## src/fspa_pkg.sv

```systemverilog
// Types and codes of the fixed slot pool allocator.
// No dependencies; used by the interfaces, the top level and the checker.
`default_nettype none

package fspa_pkg;

    localparam int ADDR_W     = 32;
    localparam int STATUS_W   = 3;
    localparam int SLOT_NUM_W = 7;
    localparam int CFG_IDX_W  = 1;

    localparam logic OP_ALLOC = 1'b0;
    localparam logic OP_FREE  = 1'b1;

    localparam logic [STATUS_W-1:0] ST_GRANTED  = 3'd0;
    localparam logic [STATUS_W-1:0] ST_FALLBACK = 3'd1;
    localparam logic [STATUS_W-1:0] ST_FREED    = 3'd2;
    localparam logic [STATUS_W-1:0] ST_OUTSIDE  = 3'd3;
    localparam logic [STATUS_W-1:0] ST_FATAL    = 3'd4;

    localparam logic [CFG_IDX_W-1:0] CFG_POOL_ENABLED = 1'd0;
    localparam logic [CFG_IDX_W-1:0] CFG_POOL_BASE    = 1'd1;

    typedef struct packed {
        logic              operation;
        logic [ADDR_W-1:0] request_size;
        logic [ADDR_W-1:0] release_address;
    } t_req;

    typedef struct packed {
        logic [STATUS_W-1:0]   status;
        logic [ADDR_W-1:0]     slot_address;
        logic [SLOT_NUM_W-1:0] slot_number;
    } t_rsp;

    typedef struct packed {
        logic [CFG_IDX_W-1:0] index;
        logic [ADDR_W-1:0]    value;
    } t_cfg;

endpackage

`default_nettype wire

```

## src/fspa_if.sv

```systemverilog
// Valid/ready channels of the slot pool allocator: request, response, config.
// Depends on fspa_pkg for the word types.
`default_nettype none

interface fspa_req_if;
    import fspa_pkg::*;
    logic valid;
    logic ready;
    t_req data;
    modport source (output valid, output data, input ready);
    modport sink (input valid, input data, output ready);
endinterface

interface fspa_rsp_if;
    import fspa_pkg::*;
    logic valid;
    logic ready;
    t_rsp data;
    modport source (output valid, output data, input ready);
    modport sink (input valid, input data, output ready);
endinterface

interface fspa_cfg_if;
    import fspa_pkg::*;
    logic valid;
    logic ready;
    t_cfg data;
    modport source (output valid, output data, input ready);
    modport sink (input valid, input data, output ready);
endinterface

`default_nettype wire

```

## src/fixed_slot_pool_allocator.sv

```systemverilog
// A request's response word is registered, valid in the cycle after acceptance.
// Throughput: one word per cycle unless the response stalls. Bitmap scan and
// update are combinational; the response register takes a new word as the last
// is taken. SLOT_BYTES must be a power of two, not enforced by the block itself.
// Synchronous reset clears busy bitmap, both config registers, response valid.
`default_nettype none

module fixed_slot_pool_allocator #(
    parameter int SLOT_COUNT        = 96,
    parameter int SLOT_BYTES        = 32768,
    parameter int MIN_REQUEST_BYTES = 16384
) (
    input  wire        i_clk,
    input  wire        i_rst_n,
    fspa_req_if.sink   i_req,
    fspa_rsp_if.source o_rsp,
    fspa_cfg_if.sink   i_cfg
);
    import fspa_pkg::*;

    localparam int IDX_W = (SLOT_COUNT > 1) ? $clog2(SLOT_COUNT) : 1;
    localparam int SHIFT = $clog2(SLOT_BYTES);
    localparam logic [ADDR_W:0] POOL_SPAN =
        (ADDR_W+1)'(longint'(SLOT_COUNT) * longint'(SLOT_BYTES));
    localparam logic [ADDR_W-1:0] MIN_SIZE  = ADDR_W'(MIN_REQUEST_BYTES);
    localparam logic [ADDR_W-1:0] MAX_SIZE  = ADDR_W'(SLOT_BYTES);

    logic                  r_pool_enabled;
    logic [ADDR_W-1:0]     r_pool_base;
    logic [SLOT_COUNT-1:0] r_busy;
    logic [SLOT_COUNT-1:0] n_busy;
    logic                  r_out_valid;
    t_rsp                  r_rsp;
    t_rsp                  n_rsp;

    logic                  accept;
    logic [ADDR_W-1:0]     fit_limit;
    logic [SLOT_COUNT-1:0] avail;
    logic                  found;
    logic [IDX_W-1:0]      pick;
    logic                  size_ok;
    logic [ADDR_W:0]       base_ext;
    logic [ADDR_W:0]       addr_ext;
    logic                  in_pool;
    logic [ADDR_W-1:0]     offset;
    logic [IDX_W-1:0]      rel_idx;
    logic                  aligned;

    assign i_cfg.ready = 1'b1;
    assign i_req.ready = !r_out_valid || o_rsp.ready;
    assign accept      = i_req.valid && i_req.ready;
    assign o_rsp.valid = r_out_valid;
    assign o_rsp.data  = r_rsp;

    // slots whose start address fits in 32 bits, and the lowest free one
    always_comb begin
        fit_limit = (~r_pool_base) >> SHIFT;
        found     = 1'b0;
        pick      = '0;
        for (int i = 0; i < SLOT_COUNT; i++) begin
            avail[i] = !r_busy[i] && (ADDR_W'(i) <= fit_limit);
        end
        for (int i = SLOT_COUNT - 1; i >= 0; i--) begin
            if (avail[i]) begin
                found = 1'b1;
                pick  = IDX_W'(i);
            end
        end
    end

    always_comb begin
        size_ok  = (i_req.data.request_size >= MIN_SIZE) &&
                   (i_req.data.request_size <= MAX_SIZE);
        base_ext = {1'b0, r_pool_base};
        addr_ext = {1'b0, i_req.data.release_address};
        in_pool  = r_pool_enabled && (addr_ext >= base_ext) &&
                   (addr_ext < base_ext + POOL_SPAN);
        offset   = i_req.data.release_address - r_pool_base;
        rel_idx  = IDX_W'(offset >> SHIFT);
        aligned  = (offset[SHIFT-1:0] == '0);

        n_busy             = r_busy;
        n_rsp.status       = ST_FALLBACK;
        n_rsp.slot_address = '0;
        n_rsp.slot_number  = '0;
        if (i_req.data.operation == OP_ALLOC) begin
            if (r_pool_enabled && size_ok && found) begin
                n_busy[pick]       = 1'b1;
                n_rsp.status       = ST_GRANTED;
                n_rsp.slot_address = r_pool_base + (ADDR_W'(pick) << SHIFT);
                n_rsp.slot_number  = SLOT_NUM_W'(pick);
            end
        end else begin
            if (!in_pool) begin
                n_rsp.status = ST_OUTSIDE;
            end else if (aligned && r_busy[rel_idx]) begin
                n_busy[rel_idx]   = 1'b0;
                n_rsp.status      = ST_FREED;
                n_rsp.slot_number = SLOT_NUM_W'(rel_idx);
            end else begin
                n_rsp.status = ST_FATAL;
            end
        end
    end

    always_ff @(posedge i_clk) begin
        if (!i_rst_n) begin
            r_pool_enabled <= 1'b0;
            r_pool_base    <= '0;
            r_busy         <= '0;
            r_out_valid    <= 1'b0;
        end else begin
            if (i_cfg.valid) begin
                case (i_cfg.data.index)
                    CFG_POOL_ENABLED: r_pool_enabled <= i_cfg.data.value[0];
                    CFG_POOL_BASE:    r_pool_base    <= i_cfg.data.value;
                    default:          ;
                endcase
            end
            if (accept) begin
                r_busy      <= n_busy;
                r_out_valid <= 1'b1;
            end else if (o_rsp.ready) begin
                r_out_valid <= 1'b0;
            end
        end
    end

    always_ff @(posedge i_clk) begin
        if (accept) begin
            r_rsp <= n_rsp;
        end
    end

endmodule

`default_nettype wire

```

## src/flat_wrapper.sv

```systemverilog
// flat-port wrapper written by rule: the top's interface ports become plain ports
module fixed_slot_pool_allocator_flat import fspa_pkg::*;
#(
    parameter int SLOT_COUNT        = 96,
    parameter int SLOT_BYTES        = 32768,
    parameter int MIN_REQUEST_BYTES = 16384
)
  (i_clk, i_rst_n, i_req_valid, i_req_data, i_req_ready, o_rsp_valid, o_rsp_data, o_rsp_ready, i_cfg_valid, i_cfg_data, i_cfg_ready);
  fspa_req_if i_req_i ();
  fspa_rsp_if o_rsp_i ();
  fspa_cfg_if i_cfg_i ();
  input  wire i_clk;
  input  wire i_rst_n;
  input wire logic [$bits(i_req_i.valid)-1:0] i_req_valid;
  input wire logic [$bits(i_req_i.data)-1:0] i_req_data;
  output wire logic [$bits(i_req_i.ready)-1:0] i_req_ready;
  output wire logic [$bits(o_rsp_i.valid)-1:0] o_rsp_valid;
  output wire logic [$bits(o_rsp_i.data)-1:0] o_rsp_data;
  input wire logic [$bits(o_rsp_i.ready)-1:0] o_rsp_ready;
  input wire logic [$bits(i_cfg_i.valid)-1:0] i_cfg_valid;
  input wire logic [$bits(i_cfg_i.data)-1:0] i_cfg_data;
  output wire logic [$bits(i_cfg_i.ready)-1:0] i_cfg_ready;
  assign i_req_i.valid = i_req_valid;
  assign i_req_i.data = i_req_data;
  assign i_req_ready = i_req_i.ready;
  assign o_rsp_valid = o_rsp_i.valid;
  assign o_rsp_data = o_rsp_i.data;
  assign o_rsp_i.ready = o_rsp_ready;
  assign i_cfg_i.valid = i_cfg_valid;
  assign i_cfg_i.data = i_cfg_data;
  assign i_cfg_ready = i_cfg_i.ready;
  fixed_slot_pool_allocator #(.SLOT_COUNT(SLOT_COUNT), .SLOT_BYTES(SLOT_BYTES), .MIN_REQUEST_BYTES(MIN_REQUEST_BYTES)) u_core (.i_clk(i_clk), .i_rst_n(i_rst_n), .i_req(i_req_i), .o_rsp(o_rsp_i), .i_cfg(i_cfg_i));
endmodule
```

## config.mk

```make
export PLATFORM = sky130hd
export DESIGN_NAME = fixed_slot_pool_allocator_flat
export DESIGN_NICKNAME = d
export VERILOG_FILES = /design/src/fspa_pkg.sv /design/src/fspa_if.sv /design/src/fixed_slot_pool_allocator.sv /design/src/flat_wrapper.sv
export SDC_FILE = /design/constraint.sdc
export NUM_CORES = 1
export LEC_CHECK = 0
export BUFFER_PORTS_ARGS = -buffer_cell sky130_fd_sc_hd__buf_2
export CAP_MARGIN = 20
export CORE_MARGIN = 5
export CORE_UTILIZATION = 35
export DETAILED_ROUTE_END_ITERATION = 12
export GPL_ROUTABILITY_DRIVEN = 0
export SLEW_MARGIN = 20
export SYNTH_ARGS = -nofsm -noshare
export SYNTH_HDL_FRONTEND = slang
export SYNTH_SLANG_ARGS = --single-unit
```

## constraint.sdc

```tcl
create_clock -name i_clk -period 7.25 [get_ports i_clk]
set_input_delay 1.0875 -clock i_clk [delete_from_list [all_inputs] [get_ports i_clk]]
set_output_delay 1.0875 -clock i_clk [all_outputs]
set_load 0.005 [all_outputs]
```

# Word level (Yosys, flattened, before mapping)
# Index checks and enable logic that the tools add are counted.
# classes
add_sub_neg	3
n_lt_le_gt_ge	104
eq_ne	2
mux	211
n_bitwise	6
reduce_logical	210
# ops
cell	count
$mux 7	99
$le 6x17->1 const A	32
$le 7x17->1 const A	32
$mux 96	4
$le 5x17->1 const A	16
$le 4x17->1 const A	8
$logic_and 1x1->1	105
$mux 1	101
$logic_not 1->1	97
$and 96x96->96	1
$not 96->96	1
$or 96x96->96	1
$le 3x17->1 const A	4
$mux 40	1
$le 1x17->1 const A	2
$le 2x17->1 const A	2
$add 32x22->33 const B	1
$lt 32x33->1	1
$add 32x22->32	1
$ge 32x15->1 const B	1
$ge 32x32->1	1
$le 32x16->1 const B	1
$not 32->32	1
$sub 22x22->22	1
13 further kinds	22
# totals
register_bits	172
in_bits	103
out_inout_bits	45
elab_cells	543

# Logic depth before layout (Yosys ltp)
# logic_depth
word_depth	106
ltp_mapped	27
depth_no_buf	25

# Worst setup path after synthesis
# No wires, ideal clock.
# synth_path
kind	register to register
start	register u_core.r_pool_base[21]
end	register u_core.r_rsp (netlist bit u_core.o_rsp.data[38]) (data pin)
setup_time_ps	266
arrival_time_ps	4760
t_required_ps	6984
path_slack_ps	2224
stages_incl_launch_ff	27
path_buffers	2
synth_period_minus_slack_ps	5026
path_cell_list	dfxtp_1 buf_2 inv_1 ha_1 and4_1 buf_2 a211oi_1 a211oi_1 a21bo_2 or3_1 o221a_2 a211oi_1 o31ai_2 nor2_1 nor2_1 fa_1 a21o_1 a21o_1 a21o_1 a21oi_1 nor2b_1 nor2_1 nor3_1 nor2b_1 nor2b_1 xnor2_1 nor2_1
# synth_via
elab_chain_cells	102
elab_cells_between_ends	389
cone_classes	add/sub: 1; order compare: 96; mux: 192; bitwise: 2; reduce/logical: 98
# synth_rtl
element	line	source
from (decl)	fixed_slot_pool_allocator.sv:29	logic [ADDR_W-1:0] r_pool_base;
from (signal assigned)	fixed_slot_pool_allocator.sv:116	CFG_POOL_BASE: r_pool_base <= i_cfg.data.value;
parallel branches: the longest is 102 deep, another holds $le 7x17->1	--	
to (signal assigned)	fixed_slot_pool_allocator.sv:131	r_rsp <= n_rsp;
to (decl)	fixed_slot_pool_allocator.sv:33	t_rsp r_rsp;
# Several ways; the timed one is not identified.
# A chain may end at the register's enable or synchronous reset.

# Worst setup path in the final report
# layout_path
start	register u_core.r_pool_base[15]
end	register u_core.r_rsp (netlist bit u_core.o_rsp.data[37]) (data pin)
# The elaborated chain is that of the path after synthesis.

==> impl_summary.log <==
[metrics] final core utilization: 39.2%
[metrics] Sw Share: 34.3%
[metrics] Port-buffer cells: 146
[metrics] number of antenna violations at the first check in global routing: 0
[metrics] ys async rst share: 0%
[metrics] kind of critical path: reg2reg
[metrics] CTS tree: done
[metrics] nets: roughly 2.3k
[metrics] wire length per cell: 25.1 µm
[metrics] Avg Vias per Cell: 6.62
[metrics] most frequent standard cell in the layout excluding fill and tap cells: sky130_fd_sc_hd__nand2_1
[metrics] startpoint kind of the worst setup timing path: flop
[metrics] share of total power in combinational logic: 23.1%
[metrics] CTS buffer count: 17
[metrics] cell at the slowest stage of the critical path: sky130_fd_sc_hd__o31ai_1
[metrics] synthesized instance count: 2030
[metrics] cell type with the highest occurrence count on the critical path: sky130_fd_sc_hd__nor2_1
[metrics] unrepaired setup endpoints after global routing: false
[metrics] slew at the pin with the worst max-slew slack: around 1200 ps
[metrics] worst path arrival time: 7030 ps
[metrics] clock-pin slew on the worst setup and hold paths: 70 ps
[metrics] Post-DRT Antenna Nets: 0
[metrics] min Tclk post-route: 6860 ps
[metrics] initial standard-cell utilization of the core: 35.5%
[metrics] max-capacitance violation count: 0
[metrics] combined area of all synthesized cells: 15700 µm²
[metrics] die width: 222 µm
[metrics] floorplan row count: 77
[metrics] power per cell area: 146 nW/µm²
[metrics] total count of max-transition violations in the final report: 0
[metrics] worst-case clock skew: 20.0 ps
[metrics] run status: completed
[metrics] root cell of the clock tree: sky130_fd_sc_hd__clkbuf_16
[metrics] Starting DRT DRC Count: 2777
[metrics] detailed placement HPWL: 51.3 mm
[metrics] proportion of layout cells with a drive suffix above 1: 17.8%
[metrics] worst-case headroom to the max-slew limit: 22.7%
[metrics] endpoint kind of the worst setup timing path: flop
[metrics] EDFF count, synth: 42
[metrics] Sink Count: 172
[metrics] H-tree depth: 4
[metrics] total grt overflow: 0
[metrics] class of the worst hold path: reg2reg
[metrics] Top FF cell, synth: sky130_fd_sc_hd__dfxtp_1
[metrics] Switching Power: 0.000871 W
[metrics] most frequent cells in the layout: sky130_fd_sc_hd__nand2_1 (261), sky130_fd_sc_hd__nor2_1 (162), sky130_fd_sc_hd__buf_2 (146)
[metrics] area enclosed by the die boundary: roughly 49000 µm²
[metrics] area growth from synthesis to layout: 10.6%
[metrics] Synth Net Count: about 2.2k
[metrics] largest net degree at the start of global routing: 98
[metrics] Max clock buf depth: 2
[metrics] number of inserted filler cells in the final layout: 4549
[metrics] data required time of the critical path: 7420 ps
[metrics] Max Fanout on Critical Path: 15
[metrics] global routing usage summed across all routing layers: about 26%
[metrics] peak clock frequency supported by timing: 146 MHz
[metrics] leakage power total: 6.44 nW
[metrics] number of unique standard cell types used by synthesis: 130
[metrics] buffer count from post-CTS setup fixing: 0
[metrics] period utilisation layout: 94.6%
[metrics] number of setup violations in the final report: 0
[metrics] cell-by-cell listing of the critical path: buf_4 -> or2_2 -> o31ai_1 -> a221oi_1 -> o21bai_1 -> a2111oi_0 -> o31ai_1 -> a211oi_1 -> o31ai_2 -> nor2_1 -> nor2_1 -> ha_1 -> a21o_1 -> a21o_1 -> a21o_1 -> a21oi_1 -> nor2b_1 -> o21a_1 -> o21ai_0 -> nor2_1 -> xnor2_1 -> nor2_1
[metrics] post-route DRC violation count: 0
[metrics] WL final: 67.9 mm
[metrics] delay contributed by the slowest stage of the critical path: 900 ps
[metrics] number of hold-repair buffers added at the cts stage: 0
[metrics] height of the die: 222 µm
[metrics] first-pass GRT wire length: roughly 100 mm
[metrics] minimum hold slack: between 400 and 500 ps
[metrics] vias in the first global route: between 15k and 20k
[metrics] average size of a mapped cell: 7.74 µm²
[metrics] relative contribution of sequential cells to total power: between 40 and 50%
[metrics] number of register bits inferred by synthesis: 172
[metrics] diodes inserted: 0
[metrics] sequential area share after synthesis: roughly a quarter
[metrics] internal power: 0.00166 W
[metrics] Yosys Warn Count: 0
[metrics] share of total power in the clock network: between 30% and 40%
[metrics] first-pass iteration count of the detailed router: 12
[metrics] vias after detailed routing: around 18k
[metrics] CTS-repair resized insts: 0
[metrics] worst ir drop on vdd: 0.000149 V
[metrics] clock latency of the later-clocked register in the worst-skew pair: between 400 and 500 ps
[metrics] count of final hold-check violations: 0
[metrics] I/O pins: 148
[metrics] placeable core region: 44300 µm²
[metrics] final setup TNS: 0 ps
## per-layer routing
metal,wire length [µm],GRT usage [%],up-vias
li1,-,-,7872
met1,25900,32.2,8467
met2,29600,40.9,1260
met3,7170,5.64,325
met4,5270,15.9,0
met5,0,0.587,-
## synthesized netlist by cell type, drive strengths merged (21+ instances only)
cell | n | area [µm²]
a211oi | 38 | 318
a21o | 54 | 405
a21oi | 121 | 632
a31o | 79 | 692
a31oi | 124 | 776
and3 | 26 | 178
buf | 99 | 636
clkbuf | 50 | 189
dfxtp | 130 | 2600
edfxtp | 42 | 1260
ha | 55 | 688
inv | 68 | 255
mux2i | 25 | 250
nand2 | 262 | 986
nand3 | 44 | 230
nand4 | 31 | 228
nor2 | 165 | 632
nor2b | 21 | 134
nor3 | 68 | 382
nor4 | 51 | 395
o21a | 21 | 158
o21ai | 74 | 374
xnor2 | 25 | 219
## critical path, delay by kind of cell (launching register included)
family,cells,cell delay (ps)
AO/OA/AOI/OAI,13,4110
AND/OR/NAND/NOR,6,1140
flip-flops,1,510
adder cells (fa/ha/maj),1,320
buffers and inverters,1,310
XOR/XNOR,1,160
## cells by family (layout without fill, tap and decap cells)
family          count (synthesis)  in the layout  share of synthesized area [%]
mux                            34             34                           2.45
fa+ha+maj                      57             57                           4.63
compound gates                713            713                           32.7
flops                         172            172                           24.6
simple gates                  802            802                           26.8
xor+xnor                       30             30                           1.67
buf+inv                       221            305                           7.08
other cells                     1              1                         0.0239
## layout make-up
cell class / count / area, µm² / share of cell area, %
clock buffer: 20 / 468 / 2.69
tap: 592 / 741 / 4.26
timing repair buffer: 204 / 1170 / 6.71
clock inverter: 12 / 106 / 0.612
sequential: 172 / 3860 / 22.2
inverter: 69 / 259 / 1.49
multi-input combinational: 1637 / 10800 / 62.0
## power by group through the flow
stage | logic, W | clock network, W | registers [W]
final | 0.000584 | 0.000930 | 0.00102
after detailed placement | 0.000557 | 0 | 0.00104
after CTS | 0.000560 | 0.000940 | 0.00102
after floorplan | 0.000399 | 0 | 0.00103
after global routing | 0.000620 | 0.000975 | 0.00102
after global placement | 0.000550 | 0 | 0.00104
## flip-flops by register name (all words and copies together) (netlist names)
signal                 flops
u_core.o_rsp.data         42
u_core.r_busy             96
u_core.r_pool_base        32
u_core.o_rsp.valid         1
u_core.r_pool_enabled      1
## worst paths after layout
path	startpoint	endpoint	slack, ps	depth (start not counted)
worst max-delay path	u_core.r_pool_base[15]$_SDFFE_PN0P_	u_core.o_rsp.data[37]$_SDFFCE_PP0P_	390	22
worst min register to register	u_core.r_pool_base[14]$_SDFFE_PN0P_	u_core.r_pool_base[14]$_SDFFE_PN0P_	460	2
worst max register to register	u_core.r_pool_base[15]$_SDFFE_PN0P_	u_core.o_rsp.data[37]$_SDFFCE_PP0P_	390	22
worst min-delay path	u_core.r_pool_base[14]$_SDFFE_PN0P_	u_core.r_pool_base[14]$_SDFFE_PN0P_	460	2
## metrics by stage
step	total power [W]	area [µm²]	setup slack, ps	std cells
5_1_grt	0.00262	17400	193	2706
4_1_cts	0.00252	17400	591	2706
2_1_floorplan	0.00143	15700	2220	2030
3_5_place_dp	0.00160	16800	617	2674
6_report	0.00254	17400	390	2706
3_3_place_gp	0.00159	16800	727	2674
Power figures use the tool's default switching activity.
